**src/hdl/sffd_pkg.sv**
```systemverilog
// Shared constants, record codes, queue entry type and digit helper for the
// sensor frame field decoder. No dependencies.
package sffd_pkg;

   localparam int MAX_FRAME_LEN = 40;
   localparam int STORED_BYTES  = 16;
   localparam int POS_W         = 6;
   localparam int IDX_W         = $clog2(STORED_BYTES);
   localparam int NUM_DIGITS    = 9;   // frame positions 6..14
   localparam int FIRST_DIGIT   = 6;

   localparam int QUEUE_DEPTH   = 4;
   localparam int QPTR_W        = $clog2(QUEUE_DEPTH);
   localparam int QCNT_W        = $clog2(QUEUE_DEPTH + 1);

   localparam int VALUE_W       = 33;
   localparam int CO2_W         = 16;

   localparam logic [CO2_W-1:0] CO2_LIMIT_RESET = 16'd3000;
   localparam logic [CO2_W-1:0] CO2_LAST_RESET  = 16'd800;

   localparam logic [7:0] CHAR_DOLLAR = 8'h24;
   localparam logic [7:0] CHAR_STAR   = 8'h2A;
   localparam logic [7:0] CHAR_ZERO   = 8'h30;
   localparam logic [7:0] CHAR_ONE    = 8'h31;
   localparam logic [7:0] CHAR_TWO    = 8'h32;
   localparam logic [7:0] CHAR_UC_C   = 8'h43;
   localparam logic [7:0] CHAR_G      = 8'h67;
   localparam logic [7:0] CHAR_H      = 8'h68;
   localparam logic [7:0] CHAR_R      = 8'h72;
   localparam logic [7:0] CHAR_T      = 8'h74;

   localparam logic [3:0] KIND_TEMP1    = 4'd0;
   localparam logic [3:0] KIND_PRES1    = 4'd1;
   localparam logic [3:0] KIND_HUMI1    = 4'd2;
   localparam logic [3:0] KIND_GASRES   = 4'd3;
   localparam logic [3:0] KIND_HUMI2    = 4'd4;
   localparam logic [3:0] KIND_TEMP2    = 4'd5;
   localparam logic [3:0] KIND_CO2      = 4'd6;
   localparam logic [3:0] KIND_GAS1     = 4'd7;
   localparam logic [3:0] KIND_CO2_REJ  = 4'd8;

   typedef struct packed {
      logic [3:0]                  kind;
      logic [NUM_DIGITS-1:0][7:0]  raw;   // raw[0] is frame position 6
   } sffd_rec_type;

   typedef struct packed {
      logic full;
      logic empty;
   } sffd_qstat_type;

   // byte minus '0', zero extended and taken as a signed 16-bit value
   function automatic logic signed [15:0] digit16(input logic [7:0] b);
      logic signed [15:0] d;
      d = $signed({8'd0, b}) - $signed({8'd0, CHAR_ZERO});
      return d;
   endfunction

endpackage

```
**src/hdl/sffd_front.sv**
```systemverilog
// Front end: takes bytes, tracks the open frame and its stored bytes, and
// classifies a closing '*' into a record for the queue. Uses sffd_pkg.
module sffd_front (
   input  logic                  clock,
   input  logic                  reset,
   input  logic                  req_valid,
   output logic                  req_ready,
   input  logic [7:0]            req_rx_byte,
   input  sffd_pkg::sffd_qstat_type q_stat,
   output logic                  push,
   output sffd_pkg::sffd_rec_type push_rec
);
   import sffd_pkg::*;

   logic                 in_frame_ff, in_frame_in;
   logic [POS_W-1:0]     pos_ff, pos_in;
   logic [7:0]           bytes_ff [STORED_BYTES];
   logic [7:0]           view [STORED_BYTES];
   logic                 accept, open, is_star, wr_pos, store, match;
   logic [3:0]           kind;

   assign req_ready = !q_stat.full;

   always_comb begin
      accept  = req_valid && req_ready;
      is_star = (req_rx_byte == CHAR_STAR);
      open    = in_frame_ff || (req_rx_byte == CHAR_DOLLAR);
      wr_pos  = open && (pos_ff < POS_W'(MAX_FRAME_LEN));
      store   = wr_pos && (pos_ff < POS_W'(STORED_BYTES));

      for (int i = 0; i < STORED_BYTES; i++) begin
         view[i] = (store && pos_ff[IDX_W-1:0] == IDX_W'(i)) ? req_rx_byte : bytes_ff[i];
      end

      match = 1'b1;
      kind  = KIND_TEMP1;
      priority if (view[1] == CHAR_T && view[5] == CHAR_ONE) begin
         kind = KIND_TEMP1;
      end else if (view[2] == CHAR_R && view[5] == CHAR_ONE) begin
         kind = KIND_PRES1;
      end else if (view[1] == CHAR_H && view[5] == CHAR_ONE) begin
         kind = KIND_HUMI1;
      end else if (view[1] == CHAR_G) begin
         kind = KIND_GASRES;
      end else if (view[1] == CHAR_H && view[5] == CHAR_TWO) begin
         kind = KIND_HUMI2;
      end else if (view[1] == CHAR_T && view[5] == CHAR_TWO) begin
         kind = KIND_TEMP2;
      end else if (view[1] == CHAR_UC_C) begin
         kind = KIND_CO2;
      end else if (view[2] == CHAR_G && view[5] == CHAR_ONE) begin
         kind = KIND_GAS1;
      end else begin
         match = 1'b0;
      end

      push_rec.kind = kind;
      for (int i = 0; i < NUM_DIGITS; i++) begin
         push_rec.raw[i] = view[FIRST_DIGIT + i];
      end
      push = accept && open && is_star && match;

      in_frame_in = open && !is_star;
      if (!open || is_star) begin
         pos_in = '0;
      end else if (wr_pos) begin
         pos_in = pos_ff + POS_W'(1);
      end else begin
         pos_in = pos_ff;
      end
   end

   always_ff @(posedge clock) begin
      if (reset) begin
         in_frame_ff <= 1'b0;
         pos_ff      <= '0;
         for (int i = 0; i < STORED_BYTES; i++) begin
            bytes_ff[i] <= '0;
         end
      end else if (accept) begin
         in_frame_ff <= in_frame_in;
         pos_ff      <= pos_in;
         if (store) begin
            bytes_ff[pos_ff[IDX_W-1:0]] <= req_rx_byte;
         end
      end
   end

endmodule

```
**src/hdl/sffd_queue.sv**
```systemverilog
// Short record queue between front and back end.
// Uses sffd_pkg for depth and entry type.
module sffd_queue (
   input  logic                    clock,
   input  logic                    reset,
   input  logic                    push,
   input  sffd_pkg::sffd_rec_type  push_rec,
   input  logic                    pop,
   output sffd_pkg::sffd_rec_type  head_rec,
   output sffd_pkg::sffd_qstat_type stat
);
   import sffd_pkg::*;

   sffd_rec_type        entry_ff [QUEUE_DEPTH];
   logic [QPTR_W-1:0]   wptr_ff, rptr_ff;
   logic [QCNT_W-1:0]   count_ff;
   logic                do_push, do_pop;

   always_comb begin
      stat.full  = (count_ff == QCNT_W'(QUEUE_DEPTH));
      stat.empty = (count_ff == '0);
      do_push    = push && !stat.full;
      do_pop     = pop && !stat.empty;
      head_rec   = entry_ff[rptr_ff];
   end

   always_ff @(posedge clock) begin
      if (do_push) begin
         entry_ff[wptr_ff] <= push_rec;
      end
   end

   always_ff @(posedge clock) begin
      if (reset) begin
         wptr_ff  <= '0;
         rptr_ff  <= '0;
         count_ff <= '0;
      end else begin
         if (do_push) begin
            wptr_ff <= wptr_ff + QPTR_W'(1);
         end
         if (do_pop) begin
            rptr_ff <= rptr_ff + QPTR_W'(1);
         end
         if (do_push && !do_pop) begin
            count_ff <= count_ff + QCNT_W'(1);
         end else if (do_pop && !do_push) begin
            count_ff <= count_ff - QCNT_W'(1);
         end
      end
   end

endmodule

```
**src/hdl/sffd_back.sv**
```systemverilog
// Back end: digit arithmetic in stages 1 and 2, CO2 jump check and output register.
// Uses sffd_pkg.
module sffd_back (
   input  logic                          clock,
   input  logic                          reset,
   input  sffd_pkg::sffd_qstat_type      q_stat,
   input  sffd_pkg::sffd_rec_type        head_rec,
   output logic                          pop,
   input  logic [sffd_pkg::CO2_W-1:0]    co2_jump_limit,
   output logic                          rsp_valid,
   input  logic                          rsp_ready,
   output logic [3:0]                    rsp_record_kind,
   output logic signed [sffd_pkg::VALUE_W-1:0] rsp_value_hundredths
);
   import sffd_pkg::*;

   // stage 1: three-digit groups and two-digit t and lo groups
   logic                s1_valid_ff;
   logic [3:0]          s1_kind_ff;
   logic signed [15:0]  s1_hi_ff, s1_mid_ff, s1_t_ff, s1_lo_ff;
   // stage 2: six-digit sum, hi group times 100, t and lo groups
   logic                s2_valid_ff;
   logic [3:0]          s2_kind_ff;
   logic signed [25:0]  s2_six_ff;
   logic signed [VALUE_W-1:0] s2_hi100_ff;
   logic signed [15:0]  s2_t_ff, s2_lo_ff;
   // output
   logic                out_valid_ff;
   logic [3:0]          out_kind_ff, out_kind_in;
   logic signed [VALUE_W-1:0] out_value_ff, out_value_in;
   logic [CO2_W-1:0]    last_co2_ff;

   logic                out_free, s2_free, s1_free;
   logic signed [15:0]  e [NUM_DIGITS];
   logic signed [15:0]  hi_in, mid_in, t_in, lo_in;
   logic signed [25:0]  six_in;
   logic signed [VALUE_W-1:0] six100, cand100;
   logic [CO2_W-1:0]    cand;
   logic signed [17:0]  diff, lim;
   logic                co2_ok;

   assign out_free = !out_valid_ff || rsp_ready;
   assign s2_free  = !s2_valid_ff || out_free;
   assign s1_free  = !s1_valid_ff || s2_free;
   assign pop      = !q_stat.empty && s1_free;

   assign rsp_valid            = out_valid_ff;
   assign rsp_record_kind      = out_kind_ff;
   assign rsp_value_hundredths = out_value_ff;

   always_comb begin
      for (int i = 0; i < NUM_DIGITS; i++) begin
         e[i] = digit16(head_rec.raw[i]);
      end
      hi_in  = e[0] * 16'sd100 + e[1] * 16'sd10 + e[2];
      mid_in = e[3] * 16'sd100 + e[4] * 16'sd10 + e[5];
      t_in   = e[4] * 16'sd10 + e[5];
      lo_in  = e[7] * 16'sd10 + e[8];

      six_in = 26'(s1_hi_ff) * 26'sd1000 + 26'(s1_mid_ff);

      six100  = 33'(s2_six_ff) * 33'sd100;
      cand    = s2_six_ff[CO2_W-1:0];
      cand100 = $signed({17'd0, cand}) * 33'sd100;
      diff    = $signed({2'b00, cand}) - $signed({2'b00, last_co2_ff});
      lim     = $signed({2'b00, co2_jump_limit});
      co2_ok  = (diff < lim) && (diff > -lim);

      out_kind_in = s2_kind_ff;
      unique case (s2_kind_ff)
         KIND_TEMP1, KIND_HUMI1: out_value_in = s2_hi100_ff + 33'(s2_t_ff);
         KIND_PRES1, KIND_GASRES: out_value_in = six100 + 33'(s2_lo_ff);
         KIND_HUMI2, KIND_TEMP2: out_value_in = s2_hi100_ff;
         KIND_GAS1: out_value_in = six100;
         default: begin
            out_value_in = cand100;
            out_kind_in  = co2_ok ? KIND_CO2 : KIND_CO2_REJ;
         end
      endcase
   end

   always_ff @(posedge clock) begin
      if (s1_free) begin
         s1_kind_ff <= head_rec.kind;
         s1_hi_ff   <= hi_in;
         s1_mid_ff  <= mid_in;
         s1_t_ff    <= t_in;
         s1_lo_ff   <= lo_in;
      end
      if (s2_free) begin
         s2_kind_ff  <= s1_kind_ff;
         s2_six_ff   <= six_in;
         s2_hi100_ff <= 33'(s1_hi_ff) * 33'sd100;
         s2_t_ff     <= s1_t_ff;
         s2_lo_ff    <= s1_lo_ff;
      end
      if (out_free) begin
         out_kind_ff  <= out_kind_in;
         out_value_ff <= out_value_in;
      end
   end

   always_ff @(posedge clock) begin
      if (reset) begin
         s1_valid_ff  <= 1'b0;
         s2_valid_ff  <= 1'b0;
         out_valid_ff <= 1'b0;
         last_co2_ff  <= CO2_LAST_RESET;
      end else begin
         if (s1_free) begin
            s1_valid_ff <= pop;
         end
         if (s2_free) begin
            s2_valid_ff <= s1_valid_ff;
         end
         if (out_free) begin
            out_valid_ff <= s2_valid_ff;
            if (s2_valid_ff && s2_kind_ff == KIND_CO2 && co2_ok) begin
               last_co2_ff <= cand;
            end
         end
      end
   end

endmodule

```
**src/hdl/sensor_frame_field_decoder_unit.sv**
```systemverilog
// Top level of the sensor frame field decoder: CSR register, front end,
// record queue and back end. Uses sffd_pkg, sffd_front, sffd_queue, sffd_back.
//
//   channel | direction | ports                                   | moves
//   req     | in        | req_valid/ready, req_rx_byte            | one rx byte
//   rsp     | out       | rsp_valid/ready, rsp_record_kind, _value | one record
//   csr     | in        | csr_valid/ready, csr_co2_jump_limit     | limit write
//
// One byte per cycle while the queue is not full; on the transfer of its closing
// '*' a record is written to the queue, then passes through the two arithmetic
// stages and the output register.
// Synchronous reset clears frame state, queue and pipeline valids.
// A stalled rsp fills the pipeline, then the 4-entry queue; req_ready drops
// only when the queue is full.
module sensor_frame_field_decoder_unit (
   input  logic                          clock,
   input  logic                          reset,
   input  logic                          req_valid,
   output logic                          req_ready,
   input  logic [7:0]                    req_rx_byte,
   output logic                          rsp_valid,
   input  logic                          rsp_ready,
   output logic [3:0]                    rsp_record_kind,
   output logic signed [sffd_pkg::VALUE_W-1:0] rsp_value_hundredths,
   input  logic                          csr_valid,
   output logic                          csr_ready,
   input  logic [sffd_pkg::CO2_W-1:0]    csr_co2_jump_limit
);
   import sffd_pkg::*;

   logic [CO2_W-1:0]  co2_limit_ff;
   sffd_qstat_type    q_stat;
   sffd_rec_type      push_rec, head_rec;
   logic              push, pop;

   assign csr_ready = 1'b1;

   always_ff @(posedge clock) begin
      if (reset) begin
         co2_limit_ff <= CO2_LIMIT_RESET;
      end else if (csr_valid && csr_ready) begin
         co2_limit_ff <= csr_co2_jump_limit;
      end
   end

   sffd_front u_front (
      .clock       (clock),
      .reset       (reset),
      .req_valid   (req_valid),
      .req_ready   (req_ready),
      .req_rx_byte (req_rx_byte),
      .q_stat      (q_stat),
      .push        (push),
      .push_rec    (push_rec)
   );

   sffd_queue u_queue (
      .clock    (clock),
      .reset    (reset),
      .push     (push),
      .push_rec (push_rec),
      .pop      (pop),
      .head_rec (head_rec),
      .stat     (q_stat)
   );

   sffd_back u_back (
      .clock                (clock),
      .reset                (reset),
      .q_stat               (q_stat),
      .head_rec             (head_rec),
      .pop                  (pop),
      .co2_jump_limit       (co2_limit_ff),
      .rsp_valid            (rsp_valid),
      .rsp_ready            (rsp_ready),
      .rsp_record_kind      (rsp_record_kind),
      .rsp_value_hundredths (rsp_value_hundredths)
   );

endmodule
```
**config.mk**
```make
export PLATFORM = sky130hd
export DESIGN_NAME = sensor_frame_field_decoder_unit
export DESIGN_NICKNAME = d
export VERILOG_FILES = /design/src/hdl/sffd_pkg.sv /design/src/hdl/sffd_front.sv /design/src/hdl/sffd_queue.sv /design/src/hdl/sffd_back.sv /design/src/hdl/sensor_frame_field_decoder_unit.sv
export SDC_FILE = /design/constraint.sdc
export NUM_CORES = 2
export LEC_CHECK = 0
export BUFFER_PORTS_ARGS = -buffer_cell sky130_fd_sc_hd__buf_2
export CORE_MARGIN = 10
export CORE_UTILIZATION = 45
export DETAILED_ROUTE_END_ITERATION = 7
export PLACE_DENSITY_LB_ADDON = 0.08
export SKIP_CTS_REPAIR_TIMING = 1
export SYNTH_ARGS = -nofsm -noshare
export SYNTH_HDL_FRONTEND = slang
export SYNTH_SLANG_ARGS = --single-unit
```
**constraint.sdc**
```tcl
create_clock -name clock -period 10.3 [get_ports clock]
set_input_delay 1.545 -clock clock [delete_from_list [all_inputs] [get_ports clock]]
set_output_delay 1.545 -clock clock [all_outputs]
set_load 0.01 [all_outputs]
```
==> impl_results.md <==
- Largest family of logic cells by synthesized area: adder cells
- Routed via count: 26.5k
- Dpl cells: 4706
- Number of fill cells: 8013
- Crit. End Element: register
- Vias in the first global route: 27.5k
- Worst path required time: 10740 ps
- EDFF count, synth: 539
- Area growth, synth to finish: 9.56%
- Hold path depth: 0
- F_max: 142 MHz
- Routed length per instance: 19.9 um
- Period minus WS final: 7060 ps
- Multi-input logic area: 22200 sq um
- CP cell instances: ha_1 -> fa_1 -> ha_1 -> ha_1 -> inv_1 -> fa_1 -> nor2b_1 -> o21a_1 -> o21ai_1 -> a21oi_1 -> a21o_1 -> a21oi_1 -> xnor2_1 -> ha_1 -> and4_1 -> o211ai_1 -> a2111oi_0 -> nor3_1 -> o211ai_1 -> a21oi_1 -> o21a_1 -> a21oi_1 -> xor3_1 -> o221ai_1
- R2R Setup Slk: 3240 ps
- Simple-gate share of the synthesized area: 0.0848
- Initial Utilization: 0.455
- Setup WS pre-CTS: 3240 ps
- Unrepaired setup endpoints after global routing: false
- Die area: 104000 sq um
- Share of the synthesized area in the top cell type: 0.394
- Num rows: 110
- Ys flop type: edfxtp_1
- Endpoints failing setup: 0
- IO buf count: 67
- Bufs on Longest Clock Path: 3
- Routability cong.: 0.893
- Die width: 322 um
- Overall routing resource usage: 0.188
- Grt ovf: 0
- Adder-Cell Fraction of Synth Area: 0.231
- Crit Path Max Fanout: 9
- Ys async rst share: 0
- YS warnings: 0
- CTS root buf: clkbuf_16
- Core area: 90300 sq um
- Outcome: finished clean
- Slew Limit Fails: 0
- Cell area after synthesis: 41000 sq um
- Initial antenna violation count: 2
- DRC: 0
- Final wirelength: 96.3 mm
- Worst Tran Pin Value: 1270 ps
- Cells after Synth: 3516
- Flops & latches, synth: 590
- Die height: 322 um
- Area leader, netlist: edfxtp_1
- Sequential cell area: 17200 sq um
- Hold Crit Start: u_back.s1_lo_ff[2]
- Via density: 5.49
- HPWL after DPL: 73.0 mm
- CTS tree: done
- Complex-gate fraction of the synthesized area: 0.100
- Post-synth cell types: 82
- Post-synthesis sequential area ratio: 0.419
- Top Ports: 69
- DR iter-0 viols: 1472
- Crit-path max cell delay: 1010 ps
- Total negative setup slack: 0 ps
- Multiplexer share of the synthesized area: 0.0643
- Post-DP Area: 42800 sq um
- Mapped Nets: 4206
- Worst r2r src: u_back.s2_t_ff[1]
- Clk pin slew, worst setup/hold paths: 60 ps
- Crit Path Class: reg -> reg
- Top cells by area, synth: edfxtp_1 (39%), ha_1 (15%), fa_1 (7.8%), xnor2_1 (3.9%), mux4_2 (3.7%)
- Nets: 4291
- DR pass1 iterations: 7
- Syn_area_per_cell: 11.7 sq um
- Clk_lat worst skew: 620 ps
- Largest net degree at the start of global routing: 77
- Total clock sinks: 590
- Final period utilization: 0.685
- Reg-to-reg endpoint: u_back.rsp_value_hundredths[32]
- Share of layout cells above drive strength 1: 0.0980
- Post-Synth XOR/XNOR Area: 0.0594
- Hold WC Path Type: reg -> reg
- Crit-path slowest cell: a2111oi_0
- Fin cells: 4830
- Num CTS Buffers: 69
- First-pass GRT wire length: 154 mm
- CP Launch Type: register
- Post-route ant nets: 0
- H-Tree Depth: 3
- Clock Skews: 17.5 ps
- Worst setup margin: 3240 ps
- Hold Vio Cnt, Final: 0
- Slew HR: 0.133
- Endpoint, Worst Hold: u_back.s2_lo_ff[2]
- Design Area, Final: 45000 sq um
- Worst EP arrival: 7500 ps
- Reg2reg path depth: 24
- Max Cap Viol: 0
stage by stage:
step                hold WS [ps]   util
finish                       416  0.498
floorplan                    400      -
detailed placement           406  0.474
CTS                          419  0.498
global placement             405  0.474
global route                 424  0.498
kinds of logic (layout without fill, tap and decap cells):
family          Yosys count  in the layout
other cells               1              2
xor+xnor                275            275
mux                     172            172
compound gates          640            640
fa+ha+maj               661            661
buf+inv                 449            586
simple gates            728            728
flops                   590            590
cells in the mapped netlist (all sizes together), types with 40 or more instances:
cell type,count
nor2,263
a21o,84
nor2b,44
mux4,67
nor3,63
a21oi,188
xnor2,182
fa,159
nand2,153
clkbuf,50
mux2,65
inv,377
xor2,91
edfxtp,539
ha,502
dfxtp,51
mux2i,40
o21ai,143
nand3,47
worst max path at each step:
stage	from	slack, ps	to
floorplan	register	4090	u_back.s1_mid_ff[14]
finish	u_back.s2_t_ff[1]	3240	u_back.rsp_value_hundredths[32]
CTS	u_back.s2_t_ff[1]	3200	u_back.rsp_value_hundredths[32]
global placement	u_back.s2_t_ff[1]	3420	u_back.rsp_value_hundredths[32]
global route	u_back.s2_t_ff[1]	2750	u_back.rsp_value_hundredths[32]
detailed placement	u_back.s2_t_ff[1]	3240	u_back.rsp_value_hundredths[32]
critical path, delay by kind of cell (launching register included):
kind | cells | cell delay [ps]
AND/OR/NAND/NOR | 3 | 610
buffers and inverters | 1 | 60
XOR/XNOR | 2 | 400
adder cells (fa/ha/maj) | 6 | 2260
flip-flops | 1 | 570
AO/OA/AOI/OAI | 12 | 2980
layer usage:
metal	global-route usage	wire [um]	up-vias
li1	-	-	12900
met1	0.241	42500	12900
met2	0.321	46700	519
met3	0.0342	4430	157
met4	0.0557	2680	2
met5	0	10	-
sequential cells by signal, summed over array words and instances (netlist names), 4 cells and up, named ones only:
name and flops:
co2_limit_ff 16, u_back.last_co2_ff 16, u_back.rsp_record_kind 4, u_back.rsp_value_hundredths 33, u_back.s1_hi_ff 16, u_back.s1_lo_ff 16
u_back.s1_mid_ff 14, u_back.s1_t_ff 16, u_back.s2_hi100_ff 22, u_back.s2_lo_ff 16, u_back.s2_six_ff 24, u_back.s2_t_ff 16
u_front.bytes_ff 88, u_front.pos_ff 6, u_queue.entry_ff 268
layout by cell type, fill, tap and decap left out, types with 37 or more instances in the layout:
cell type    n
edfxtp_1   539
ha_1       502
inv_1      374
nor2_1     263
a21oi_1    188
xnor2_1    182
fa_1       159
nand2_1    152
o21ai_0    105
xor2_1      91
a21o_1      84
clkbuf_16   70
mux4_2      67
buf_2       67
mux2_2      65
nor3_1      56
dfxtp_1     49
nand3_1     46
nor2b_1     44
mux2i_1     40
o21ai_1     37
final cells by class:
| class | instances | share of cell area |
|---|---|---|
| clock buffers | 81 | 0.0401 |
| clock inverters | 42 | 0.00913 |
| repair buffers | 86 | 0.0106 |
| multi-input cells | 2477 | 0.493 |
| diodes | 1 | 0.0000556 |
| well taps | 1176 | 0.0327 |
| inverters | 377 | 0.0315 |
| flip-flops and latches | 590 | 0.383 |
Power is left out: the tool's default activity adds up to more than one toggle a clock period on the data nets, which glitch-free logic cannot reach.
